File: config.mk
export PLATFORM = sky130hd
export DESIGN_NAME = line_mark_delta_text_encoder
export DESIGN_NICKNAME = d
export VERILOG_FILES = /design/src/rtl/lmdte_pkg.sv /design/src/rtl/line_mark_delta_text_encoder.sv /design/src/rtl/lmdte_ctrl.sv /design/src/rtl/lmdte_dp.sv
export SDC_FILE = /design/constraint.sdc
export NUM_CORES = 1
export LEC_CHECK = 0
export BUFFER_PORTS_ARGS = -buffer_cell sky130_fd_sc_hd__buf_4
export CORE_ASPECT_RATIO = 1.4
export CORE_MARGIN = 2
export CORE_UTILIZATION = 35
export CTS_BUF_LIST = sky130_fd_sc_hd__clkbuf_4 sky130_fd_sc_hd__clkbuf_8 sky130_fd_sc_hd__clkbuf_16
export DETAILED_ROUTE_END_ITERATION = 10
export SYNTH_ARGS = -nofsm -noshare
export SYNTH_HDL_FRONTEND = slang
export SYNTH_SLANG_ARGS = --single-unit
File: constraint.sdc
create_clock -name clk -period 14.35 [get_ports clk]
set_input_delay 3.5875 -clock clk [delete_from_list [all_inputs] [get_ports clk]]
set_output_delay 3.5875 -clock clk [all_outputs]
set_load 0.01 [all_outputs]
File: src/rtl/lmdte_pkg.sv
// ----------------------------------------------------------------------------
// lmdte_pkg: shared types and constants of the line mark delta text encoder
// Character codes, status codes, controller/datapath command and status
// structs, and the base-32 digit character maps.
// ----------------------------------------------------------------------------
package lmdte_pkg;

    // result status codes
    localparam logic [1:0] ST_CHAR  = 2'd0;
    localparam logic [1:0] ST_LIMIT = 2'd1;
    localparam logic [1:0] ST_ORDER = 2'd2;

    // ASCII codes used by the encoder
    localparam logic [6:0] CH_COLON = 7'h3A;
    localparam logic [6:0] CH_ZERO  = 7'h30;
    localparam logic [6:0] CH_LOW_A = 7'h61;
    localparam logic [6:0] CH_W     = 7'h77;
    localparam logic [6:0] CH_UP_A  = 7'h41;
    localparam logic [6:0] CH_PLUS  = 7'h2B;
    localparam logic [6:0] CH_MINUS = 7'h2D;
    localparam logic [6:0] CH_LOW_V = 7'h76;
    localparam logic [6:0] CH_NINE  = 7'h39;

    // input action codes
    localparam logic ACT_START = 1'b0;

    // reset values
    localparam logic [15:0] MAX_LEN_RESET  = 16'd1023;
    localparam logic [15:0] TEXT_LEN_RESET = 16'd2;

    // controller states
    typedef enum logic [2:0] {
        S_IDLE,
        S_EVAL,
        S_HDR_COLON,
        S_HDR_ZERO,
        S_STAT,
        S_DIGITS
    } state_t;

    // what the output register is loaded with
    typedef enum logic [2:0] {
        EM_NONE,
        EM_COLON,
        EM_ZERO,
        EM_STAT,
        EM_DIGIT
    } emit_sel_t;

    typedef struct packed {
        logic      latch;       // capture the accepted item
        logic      start_clear; // start of a new list
        logic      set_stop;    // length limit hit
        logic      commit;      // line accepted, update history
        emit_sel_t emit;
    } cmd_t;

    typedef struct packed {
        logic is_start;
        logic stopped;
        logic not_asc;
        logic over_limit;
        logic digit_last;
        logic out_free;
    } sts_t;

    // lowest digit: 0-9, a-v
    function automatic logic [6:0] low_char(input logic [4:0] d);
        if (d <= 5'd9)
            return CH_ZERO + {2'b00, d};
        else
            return CH_LOW_A + {2'b00, d - 5'd10};
    endfunction

    // upper digits: w-z, A-Z, +, -
    function automatic logic [6:0] high_char(input logic [4:0] d);
        if (d <= 5'd3)
            return CH_W + {2'b00, d};
        else if (d <= 5'd29)
            return CH_UP_A + {2'b00, d - 5'd4};
        else if (d == 5'd30)
            return CH_PLUS;
        else
            return CH_MINUS;
    endfunction

endpackage

File: src/rtl/line_mark_delta_text_encoder.sv
// An item is accepted in S_IDLE, evaluated in S_EVAL, and its first result is
// loaded into the output register once that register is free. Each item gives
// 1..5 results for 24-bit lines; no new item is taken until all are loaded.
// One character per cycle leaves the output register while out_ready is high.
// Reset (rst_n, async, active low) clears history, sets length 2, limit 1023.
// ----------------------------------------------------------------------------
// line_mark_delta_text_encoder: top level
// Encodes ascending marked line numbers as base-32 gap text, one character
// per output item, with length limit and ordering status items.
// ----------------------------------------------------------------------------
module line_mark_delta_text_encoder #(
    parameter int LINE_BITS = 24
) (
    input  logic                 clk,
    input  logic                 rst_n,
    input  logic                 in_valid,
    output logic                 in_ready,
    input  logic                 action,
    input  logic [LINE_BITS-1:0] line_number,
    output logic                 out_valid,
    input  logic                 out_ready,
    output logic [6:0]           char_code,
    output logic                 last,
    output logic [1:0]           status,
    input  logic                 cfg_valid,
    output logic                 cfg_ready,
    input  logic [15:0]          cfg_data
);

    lmdte_pkg::cmd_t cmd;
    lmdte_pkg::sts_t sts;

    // configuration register always takes writes
    assign cfg_ready = 1'b1;

    lmdte_ctrl u_ctrl (
        .clk      (clk),
        .rst_n    (rst_n),
        .in_valid (in_valid),
        .in_ready (in_ready),
        .sts      (sts),
        .cmd      (cmd)
    );

    lmdte_dp #(
        .LINE_BITS (LINE_BITS)
    ) u_dp (
        .clk         (clk),
        .rst_n       (rst_n),
        .action      (action),
        .line_number (line_number),
        .cfg_valid   (cfg_valid),
        .cfg_data    (cfg_data),
        .out_ready   (out_ready),
        .out_valid   (out_valid),
        .char_code   (char_code),
        .last        (last),
        .status      (status),
        .cmd         (cmd),
        .sts         (sts)
    );

endmodule

File: src/rtl/lmdte_ctrl.sv
// ----------------------------------------------------------------------------
// lmdte_ctrl: sequencing state machine
// Accepts one item, evaluates it, emits one result per cycle when out_free.
// ----------------------------------------------------------------------------
module lmdte_ctrl (
    input  logic              clk,
    input  logic              rst_n,
    input  logic              in_valid,
    output logic              in_ready,
    input  lmdte_pkg::sts_t   sts,
    output lmdte_pkg::cmd_t   cmd
);

    lmdte_pkg::state_t state_reg;
    lmdte_pkg::state_t state_next;

    // state register
    always_ff @(posedge clk or negedge rst_n)
    begin
        if (!rst_n)
            state_reg <= lmdte_pkg::S_IDLE;
        else
            state_reg <= state_next;
    end

    // next state
    always_comb
    begin
        state_next = state_reg;
        unique case (state_reg)
            lmdte_pkg::S_IDLE:
            begin
                if (in_valid)
                    state_next = lmdte_pkg::S_EVAL;
            end
            lmdte_pkg::S_EVAL:
            begin
                if (sts.is_start)
                    state_next = lmdte_pkg::S_HDR_COLON;
                else if (sts.stopped || sts.not_asc || sts.over_limit)
                    state_next = lmdte_pkg::S_STAT;
                else
                    state_next = lmdte_pkg::S_DIGITS;
            end
            lmdte_pkg::S_HDR_COLON:
            begin
                if (sts.out_free)
                    state_next = lmdte_pkg::S_HDR_ZERO;
            end
            lmdte_pkg::S_HDR_ZERO,
            lmdte_pkg::S_STAT:
            begin
                if (sts.out_free)
                    state_next = lmdte_pkg::S_IDLE;
            end
            lmdte_pkg::S_DIGITS:
            begin
                if (sts.out_free && sts.digit_last)
                    state_next = lmdte_pkg::S_IDLE;
            end
            default: state_next = lmdte_pkg::S_IDLE;
        endcase
    end

    // outputs
    always_comb
    begin
        in_ready        = 1'b0;
        cmd.latch       = 1'b0;
        cmd.start_clear = 1'b0;
        cmd.set_stop    = 1'b0;
        cmd.commit      = 1'b0;
        cmd.emit        = lmdte_pkg::EM_NONE;
        unique case (state_reg)
            lmdte_pkg::S_IDLE:
            begin
                in_ready  = 1'b1;
                cmd.latch = in_valid;
            end
            lmdte_pkg::S_EVAL:
            begin
                if (sts.is_start)
                    cmd.start_clear = 1'b1;
                else if (sts.stopped || sts.not_asc)
                    cmd.set_stop = 1'b0;
                else if (sts.over_limit)
                    cmd.set_stop = 1'b1;
                else
                    cmd.commit = 1'b1;
            end
            lmdte_pkg::S_HDR_COLON:
            begin
                if (sts.out_free)
                    cmd.emit = lmdte_pkg::EM_COLON;
            end
            lmdte_pkg::S_HDR_ZERO:
            begin
                if (sts.out_free)
                    cmd.emit = lmdte_pkg::EM_ZERO;
            end
            lmdte_pkg::S_STAT:
            begin
                if (sts.out_free)
                    cmd.emit = lmdte_pkg::EM_STAT;
            end
            lmdte_pkg::S_DIGITS:
            begin
                if (sts.out_free)
                    cmd.emit = lmdte_pkg::EM_DIGIT;
            end
            default: cmd.emit = lmdte_pkg::EM_NONE;
        endcase
    end

endmodule

File: src/rtl/lmdte_dp.sv
// ----------------------------------------------------------------------------
// lmdte_dp: encoder datapath
// Line history, gap and digit count, length check, digit selection and the
// output register.
// ----------------------------------------------------------------------------
module lmdte_dp #(
    parameter int LINE_BITS = 24
) (
    input  logic                 clk,
    input  logic                 rst_n,
    input  logic                 action,
    input  logic [LINE_BITS-1:0] line_number,
    input  logic                 cfg_valid,
    input  logic [15:0]          cfg_data,
    input  logic                 out_ready,
    output logic                 out_valid,
    output logic [6:0]           char_code,
    output logic                 last,
    output logic [1:0]           status,
    input  lmdte_pkg::cmd_t      cmd,
    output lmdte_pkg::sts_t      sts
);

    localparam int ND    = (LINE_BITS + 4) / 5;  // most digits per line
    localparam int PAD_W = ND * 5;
    localparam int IDX_W = $clog2(ND + 1);

    // configuration and history
    logic [15:0]          max_len_reg;
    logic [LINE_BITS-1:0] prev_reg;
    logic                 have_prev_reg;
    logic [15:0]          text_len_reg;
    logic                 stopped_reg;

    // captured item
    logic                 act_reg;
    logic [LINE_BITS-1:0] line_reg;
    logic [LINE_BITS-1:0] gap_reg;
    logic                 nasc_reg;
    logic [IDX_W-1:0]     idx_reg;
    logic [1:0]           stat_reg;

    // output register
    logic                 out_valid_reg;
    logic [6:0]           char_reg;
    logic                 last_reg;
    logic [1:0]           status_reg;

    logic [LINE_BITS-1:0] gap_next;
    logic                 nasc_next;
    logic [PAD_W-1:0]     gap_pad;
    logic [IDX_W-1:0]     n_digits;
    logic [16:0]          len_sum;
    logic [4:0]           digit;
    logic                 out_free;

    // gap to previous line minus one, and the ordering test
    always_comb
    begin
        if (have_prev_reg)
            gap_next = line_number + ~prev_reg;
        else
            gap_next = line_number;
        nasc_next = have_prev_reg && (line_number <= prev_reg);
    end

    // digit count: highest nonzero 5-bit group index plus one, at least one
    assign gap_pad = PAD_W'(gap_reg);
    always_comb
    begin
        n_digits = IDX_W'(1);
        for (int g = 1; g < ND; g++)
        begin
            if (gap_pad[g*5 +: 5] != 5'd0)
                n_digits = IDX_W'(g + 1);
        end
    end

    assign len_sum  = {1'b0, text_len_reg} + 17'(n_digits);
    assign digit    = 5'(gap_pad >> (5 * idx_reg));
    assign out_free = !out_valid_reg || out_ready;

    assign sts.is_start   = (act_reg == lmdte_pkg::ACT_START);
    assign sts.stopped    = stopped_reg;
    assign sts.not_asc    = nasc_reg;
    assign sts.over_limit = len_sum > {1'b0, max_len_reg};
    assign sts.digit_last = (idx_reg == '0);
    assign sts.out_free   = out_free;

    // control and history registers
    always_ff @(posedge clk or negedge rst_n)
    begin
        if (!rst_n)
        begin
            max_len_reg   <= lmdte_pkg::MAX_LEN_RESET;
            prev_reg      <= '0;
            have_prev_reg <= 1'b0;
            text_len_reg  <= lmdte_pkg::TEXT_LEN_RESET;
            stopped_reg   <= 1'b0;
            out_valid_reg <= 1'b0;
        end
        else
        begin
            if (cfg_valid)
                max_len_reg <= cfg_data;
            if (cmd.start_clear)
            begin
                prev_reg      <= '0;
                have_prev_reg <= 1'b0;
                text_len_reg  <= lmdte_pkg::TEXT_LEN_RESET;
                stopped_reg   <= 1'b0;
            end
            else if (cmd.set_stop)
                stopped_reg <= 1'b1;
            else if (cmd.commit)
            begin
                prev_reg      <= line_reg;
                have_prev_reg <= 1'b1;
                text_len_reg  <= len_sum[15:0];
            end
            if (cmd.emit != lmdte_pkg::EM_NONE)
                out_valid_reg <= 1'b1;
            else if (out_ready)
                out_valid_reg <= 1'b0;
        end
    end

    // item capture, digit index and status code
    always_ff @(posedge clk)
    begin
        if (cmd.latch)
        begin
            act_reg  <= action;
            line_reg <= line_number;
            gap_reg  <= gap_next;
            nasc_reg <= nasc_next;
        end
        if (cmd.commit)
            idx_reg <= n_digits - IDX_W'(1);
        else if (cmd.emit == lmdte_pkg::EM_DIGIT)
            idx_reg <= idx_reg - IDX_W'(1);
        if (cmd.start_clear || cmd.set_stop || cmd.commit)
            stat_reg <= lmdte_pkg::ST_LIMIT;
        else if (stopped_reg)
            stat_reg <= lmdte_pkg::ST_LIMIT;
        else
            stat_reg <= lmdte_pkg::ST_ORDER;
    end

    // output payload
    always_ff @(posedge clk)
    begin
        case (cmd.emit)
            lmdte_pkg::EM_COLON:
            begin
                char_reg   <= lmdte_pkg::CH_COLON;
                last_reg   <= 1'b0;
                status_reg <= lmdte_pkg::ST_CHAR;
            end
            lmdte_pkg::EM_ZERO:
            begin
                char_reg   <= lmdte_pkg::CH_ZERO;
                last_reg   <= 1'b1;
                status_reg <= lmdte_pkg::ST_CHAR;
            end
            lmdte_pkg::EM_STAT:
            begin
                char_reg   <= 7'd0;
                last_reg   <= 1'b1;
                status_reg <= stat_reg;
            end
            lmdte_pkg::EM_DIGIT:
            begin
                char_reg   <= (idx_reg == '0) ? lmdte_pkg::low_char(digit)
                                              : lmdte_pkg::high_char(digit);
                last_reg   <= (idx_reg == '0);
                status_reg <= lmdte_pkg::ST_CHAR;
            end
            default:
            begin
                char_reg   <= char_reg;
                last_reg   <= last_reg;
                status_reg <= status_reg;
            end
        endcase
    end

    assign out_valid = out_valid_reg;
    assign char_code = char_reg;
    assign last      = last_reg;
    assign status    = status_reg;

endmodule

After elaboration in Yosys (flattened, before gate mapping)
Cells that the tools add are included.
- bits in registers: 127
- bits of input ports: 46
- output and inout bits: 13
- logic and storage cells: 126
- $add $sub $neg: 10
- multiply operators: 1
- $lt $le $gt $ge: 5
- equal/unequal tests: 15
- shifts and indexed selects: 1
- muxes and demuxes: 50
- bitwise operators: 1
- reduce and logical (&&, ||, !) cells: 27
- operator list (cell ; count):
    $mux 24 ; 4
    $mux 16 ; 3
    $mux 3 ; 12
    $mux 7 ; 4
    $pmux 7 s4 ; 1
    $add 24x24->24 ; 1
    $le 24x24->1 ; 1
    $not 24->24 ; 1
    $shr 24x6->5 ; 1
    $reduce_bool 5->1 ; 4
    $add 16x3->17 ; 1
    $gt 17x16->1 ; 1
    $mux 1 ; 16
    $pmux 3 s5 ; 1
    $eq 3x2->1 const B ; 4
    $mux 2 ; 6
    $pmux 3 s4 ; 1
    $reduce_bool 2->1 ; 5
    $eq 3x3->1 const B ; 3
    $ne 2x1->1 const B ; 4
    $add 5x6->7 const A ; 1
    $add 6x5->7 const A ; 1
    $add 6x6->7 const A ; 1
    $add 7x5->7 const A ; 1
    22 further kinds ; 32

Longest topological paths before layout
- depth after elaboration: 14
- depth in mapped cells: 26
- gate-level depth less buffers: 24

By module
Synthesis repeated with hierarchy kept, for this count alone.
- cells, all modules: 847
- area total of the unflattened synthesis: 8135.3 um^2
- modules (own cells, without submodules) (module ; times used ; cells an instance ; area each (um^2) ; seq. area each (um^2)):
    lmdte_dp ; 1 ; 813 ; 7857.5 ; 3422.0
    lmdte_ctrl ; 1 ; 32 ; 266.5 ; 75.1
    line_mark_delta_text_encoder ; 1 ; 2 ; 11.3 ; 0.0

Worst setup path before layout
OpenSTA, ideal clock, no wires.
- path kind: in2reg
- start: in line_number[0]
- end: reg u_dp.gap_reg[12], data pin
- library setup time: 0.260 ns
- arrival time: 5.661 ns
- required time: 14.090 ns
- setup slack: 8.429 ns
- cell stages on the path: 9
- path buffers: 0
- cells stage by stage: ha_1 > fa_1 > a21o_1 > a21oi_1 > o21bai_1 > a31o_2 > a31o_2 > xor2_1 > mux2_2
- word-level cells in the longest chain between the ends: 2
- RTL lines (item ; line ; RTL):
    start: declaration ; line_mark_delta_text_encoder.sv:19 ; input logic [LINE_BITS-1:0] line_number,
    $add 24x24->24 ; lmdte_dp.sv:61 ; gap_next = line_number + ~prev_reg;
    $mux 24 ; lmdte_dp.sv:60 ; if (have_prev_reg)
    named net u_dp.gap_next[12] ; lmdte_dp.sv:49 ; logic [LINE_BITS-1:0] gap_next;
    end signal: assignment ; lmdte_dp.sv:135 ; gap_reg <= gap_next;
    end: declaration ; lmdte_dp.sv:38 ; logic [LINE_BITS-1:0] gap_reg;
The timed path passes the listed nets, and every way through them passes these cells.
A chain may end at the register's enable or synchronous reset.

Final worst setup path
- start: reg u_dp.gap_reg[18]
- end: reg u_dp.idx_reg[2], data pin
- word-level cells in the longest chain between the ends: 10
- elaborated cells on any way between the ends: 11
- classes of those cells: 2 x add/sub; 1 x order compare; 7 x mux; 1 x reduce/logical
- RTL lines (item ; line ; RTL):
    $reduce_bool 5->1 (*) ; lmdte_dp.sv:74 ; if (gap_pad[g*5 +: 5] != 5'd0)
    $mux 3 (*) (2 in series) ; lmdte_dp.sv:74 ;
    $add 16x3->17 ; lmdte_dp.sv:79 ; assign len_sum = {1'b0, text_len_reg} + 17'(n_digits);
    $gt 17x16->1 ; lmdte_dp.sv:86 ; assign sts.over_limit = len_sum > {1'b0, max_len_reg};
    $mux 1 ; lmdte_ctrl.sv:86 ; else if (sts.over_limit)
    $mux 1 ; lmdte_ctrl.sv:84 ; else if (sts.stopped || sts.not_asc)
    $mux 2 ; lmdte_ctrl.sv:82 ; if (sts.is_start)
    $mux 3 ; lmdte_ctrl.sv:74 ; unique case (state_reg)
    $mux 3 (*) ; lmdte_dp.sv:138 ; if (cmd.commit)
    end signal: assignment ; lmdte_dp.sv:139 ; idx_reg <= n_digits - IDX_W'(1);
    end signal: assignment ; lmdte_dp.sv:141 ; idx_reg <= idx_reg - IDX_W'(1);
    end: declaration ; lmdte_dp.sv:40 ; logic [IDX_W-1:0] idx_reg;
Every way passes the cells marked *; elsewhere a longest branch is shown, timed or not.

==> summary.txt <==
Cells and area
  – Post-route design area: 9425 um2
  – Filler cells: 2300
  – Layout Nets: 978
  – Area grow syn2layout: 14.99%
  – Fraction of layout cells with a size suffix above 1: 17.83%
  – N_diodes: 0

Worst hold path
  – Hold Path Depth: 2
  – Hold Crit Class: flop to flop

Logic synthesis
  – Synth Instances: 825
  – Syn nets: 930
  – Post-synthesis adder-cell area fraction: 9.189%
  – Xor-xnor portion of the synthesized cell area: 3.633%
  – FFs w/ async S/R, synth: 48.82%
  – Synth Register Bits: 127
  – Ys Warns: 0
  – Mapped cell area: 8197 um2
  – Syn_area_per_cell: 9.935 um2
  – Ys flop type: edfxtp_1
  – Sequential cell area fraction in the yosys report: 42.67%
  – Post-Synth Simple-Gate Area: 14.43%
  – Mux contribution to synthesized area: 8.808%
  – Synth cell types: 79
  – Synth Area in Compound Gates: 14.91%
  – Largest family of logic cells by synthesized area: compound AO/OA/AOI/OAI gates
  – Post-synth EDFFs: 63

GRT
  – Grt total ovfl: 0
  – Initial antenna violation count: 0
  – Vias in the first global route: 6155
  – Global-route wire length before repair: 29.77 mm
  – GRT Resource Usage Total: 15.16%
  – Pin count of the biggest net entering global routing: 63

Drt
  – # DRC: 0
  – Vias per inst: 5.000
  – DRT Wirelength: 17.64 mm
  – Pre-antenna DRT Iters: 5
  – Routed Antenna Nets: 0
  – WL/cell: 14.80 um
  – Iter 0 DRT Violations: 294
  – Vias: 5960

Setup path
  – Critical path's most frequent cell: ha_1
  – Number of stages on the worst setup path: 22
  – Buf/Inv on CP: 0
  – R2R cell count: 22
  – Crit start category: flop
  – Worst setup path category: flop to flop
  – CP required: 14.64 ns
  – Setup crit end kind: flop
  – CP cell instances: or4_1, nor2_1, nand2_1, a31oi_1, ha_1, a21o_1, a21oi_1, nor3_1, and3_1, xor2_1, ha_1, nand3_1, nor2_1, o211ai_1, o21ai_0, a2bb2oi_1, or2_2, o21ai_0, ha_1, nand2b_1, a211o_1, nand2_1
  – Slowest CP cell: a2bb2oi_1
  – CP peak stage delay: 0.75 ns
  – Top Family by Delay on Critical Path: compound AO/OA/AOI/OAI gates
  – Max FO, Critical Path: 14
  – Worst EP arrival: 6.51 ns

STA
  – Fin crit share: 43.39%
  – Slew Limit Fails: 0
  – Final clock skew: 0.009219 ns
  – Worst-margin pin slew: 0.9144 ns
  – Period minus WS final: 6.226 ns
  – Max Clk Rate: 160.6 MHz
  – RSZ-0062 raised after global routing: no
  – Hold Fails Final Rpt: 0
  – Final Setup Violations: 0
  – Setup TNS: 0 ns
  – Worst rel slew slack: 38.81%
  – Worst setup margin: 8.124 ns

Placed design
  – IO buf count: 57
  – Dpl ws: 8.043 ns
  – Gpl congestion: 0.8603
  – Placed instance area: 8862 um2
  – Post-DP HPWL: 12.82 mm

CTS
  – Cts bufs inserted: 17
  – Clock-pin slew on the worst setup and hold paths: 0.06 ns
  – Worst-case clock buffer depth: 2
  – Root Buffer: clkbuf_16
  – Hold buffers post-CTS: 0
  – Clock Latency Late Sink: 0.43 ns
  – Htree depth: 4
  – Post_cts resized: 0
  – Clk sink count: 127
  – # Post-CTS Setup Buffers: 0
  – TritonCTS clock tree: built

Die
  – DIE WIDTH: 133.3 um
  – Die area: 24680 um2
  – Row count: 66
  – Die Ht: 185.1 um
  – Initial core utilization: 35.45%
  – Io pins: 59
  – Core ar.: 23120 um2

Power
  – Leakage: 4.267 nW
  – Worst vdd ir: 0.1087 mV
  – Pwr Density: 178.9 nW/um2

Flow run
  – MaxCap Viol Count: 0

Outcome
  – Status: finished clean
report_power, final:
part	switching (W)	internal, W	leakage, nW	total, W
Combinational	0.000416	0.000303	2.60	0.000719
Sequential	0.0000546	0.000505	1.39	0.000560
Clock	0.000160	0.000247	0.285	0.000407
cell families (layout without fill, tap and decap cells):
group                    Yosys count  count (layout)
AND/OR/NAND/NOR                  233             233
AO/OA/AOI/OAI                    186             186
flip-flops                       127             127
buffers and inverters            123             184
multiplexers                      62              62
adder cells (fa/ha/maj)           59              59
XOR/XNOR                          34              34
other                              1               1
stage by stage:
stage                     total power (W)  hold slack [ns]  std cells  util, %
final                            0.001686           0.4961       1192    40.76
after global routing             0.001818           0.5097       1192    40.76
after CTS                        0.001704           0.4985       1192    40.76
after detailed placement         0.001287           0.4872       1160    38.33
after global placement           0.001280           0.4793       1160    38.33
after floorplan                  0.001113           0.4641        825        -
per-layer routing:
layer	GRT usage (%)	vias to the layer above	share of wire, %
li1	-	3009	-
met1	16.66	2795	42
met2	28.14	119	52
met3	2.983	37	3.6
met4	6.723	0	2.6
met5	0	-	0
cell usage after synthesis (3+ instances only):
cell type | number | share of area [%]
nor3b_1 | 5 | 0.46
o21ai_0 | 38 | 2.3
a211oi_1 | 7 | 0.64
ha_1 | 57 | 8.7
xor2_1 | 8 | 0.85
o22ai_1 | 3 | 0.23
buf_6 | 5 | 0.69
buf_2 | 3 | 0.18
nand2b_1 | 10 | 0.76
a31o_2 | 9 | 0.96
mux4_2 | 3 | 0.82
xnor2_1 | 26 | 2.8
inv_1 | 91 | 4.2
edfxtp_1 | 63 | 23
nor2_1 | 32 | 1.5
a21oi_1 | 46 | 2.8
and2_1 | 13 | 0.99
nor2b_1 | 12 | 0.92
dfrtp_1 | 51 | 16
dfstp_2 | 11 | 3.5
o31ai_1 | 6 | 0.55
or3_1 | 4 | 0.31
and3_1 | 5 | 0.38
buf_4 | 4 | 0.37
a311oi_1 | 3 | 0.32
nand3_1 | 17 | 1.0
clkbuf_1 | 20 | 0.92
o211ai_1 | 8 | 0.73
o21a_1 | 7 | 0.64
mux2_2 | 20 | 2.7
o21bai_1 | 3 | 0.27
nand2_1 | 93 | 4.3
mux2i_1 | 31 | 3.8
nand3b_1 | 4 | 0.37
nor3_1 | 12 | 0.73
a21o_1 | 21 | 1.9
nand4_1 | 8 | 0.61
a31oi_1 | 8 | 0.61
mux2_4 | 7 | 1.3
final timing paths:
check | endpoint | startpoint | slack, ns
worst max-delay path | u_dp.idx_reg[2]$_DFFE_PP_ | u_dp.gap_reg[18]$_DFFE_PP_ | 8.12
worst min-delay path | u_dp.prev_reg[8]$_DFFE_PN0P_ | u_dp.line_reg[8]$_DFFE_PP_ | 0.50
worst max register to register | u_dp.idx_reg[2]$_DFFE_PP_ | u_dp.gap_reg[18]$_DFFE_PP_ | 8.12
worst min register to register | u_dp.prev_reg[8]$_DFFE_PN0P_ | u_dp.line_reg[8]$_DFFE_PP_ | 0.50
max in group asynchronous | u_dp.stopped_reg$_DFFE_PN0P_ | rst_n | 10.52
min in group asynchronous | u_dp.prev_reg[5]$_DFFE_PN0P_ | rst_n | 3.26
layout make-up:
cell class,count,area [um2],area share (%)
flip-flops and latches,127,3497,37.10
clock buffers,23,506.7,5.376
well taps,306,382.9,4.062
repair buffers,61,457.9,4.859
multi-input cells,575,4183,44.38
inverters,91,341.6,3.624
clock inverters,9,56.30,0.5974
cells in the final DEF (no fill, tap or decap), drive strengths merged, types with 4 or more instances in the layout:
cell,instances
a21o,21
xor2,8
mux2i,32
clkinv,6
a31oi,8
nand4,9
dfrtp,51
nand3,17
or3,4
mux2,27
nand2,93
o21ai,41
o211ai,8
nand2b,10
clkbuf,23
a31o,9
nor3,13
o21a,7
and3,5
dfstp,11
a21oi,47
nand3b,4
a211oi,7
xnor2,26
ha,57
nor2b,13
buf,61
and2,14
edfxtp,63
or2,4
nor3b,6
nor2,33
o31ai,6
inv,93
worst register-to-register path: stages (launching register included):
cell and delay [ns]:
edfxtp_1 0.42, or4_1 0.53, nor2_1 0.18, nand2_1 0.13, a31oi_1 0.25, ha_1 0.27, a21o_1 0.16, a21oi_1 0.50
nor3_1 0.20, and3_1 0.22, xor2_1 0.16, ha_1 0.30, nand3_1 0.10, nor2_1 0.18, o211ai_1 0.11, o21ai_0 0.16
a2bb2oi_1 0.75, or2_2 0.53, o21ai_0 0.21, ha_1 0.27, nand2b_1 0.15, a211o_1 0.25, nand2_1 0.07
(Power assumes the default switching activity.)
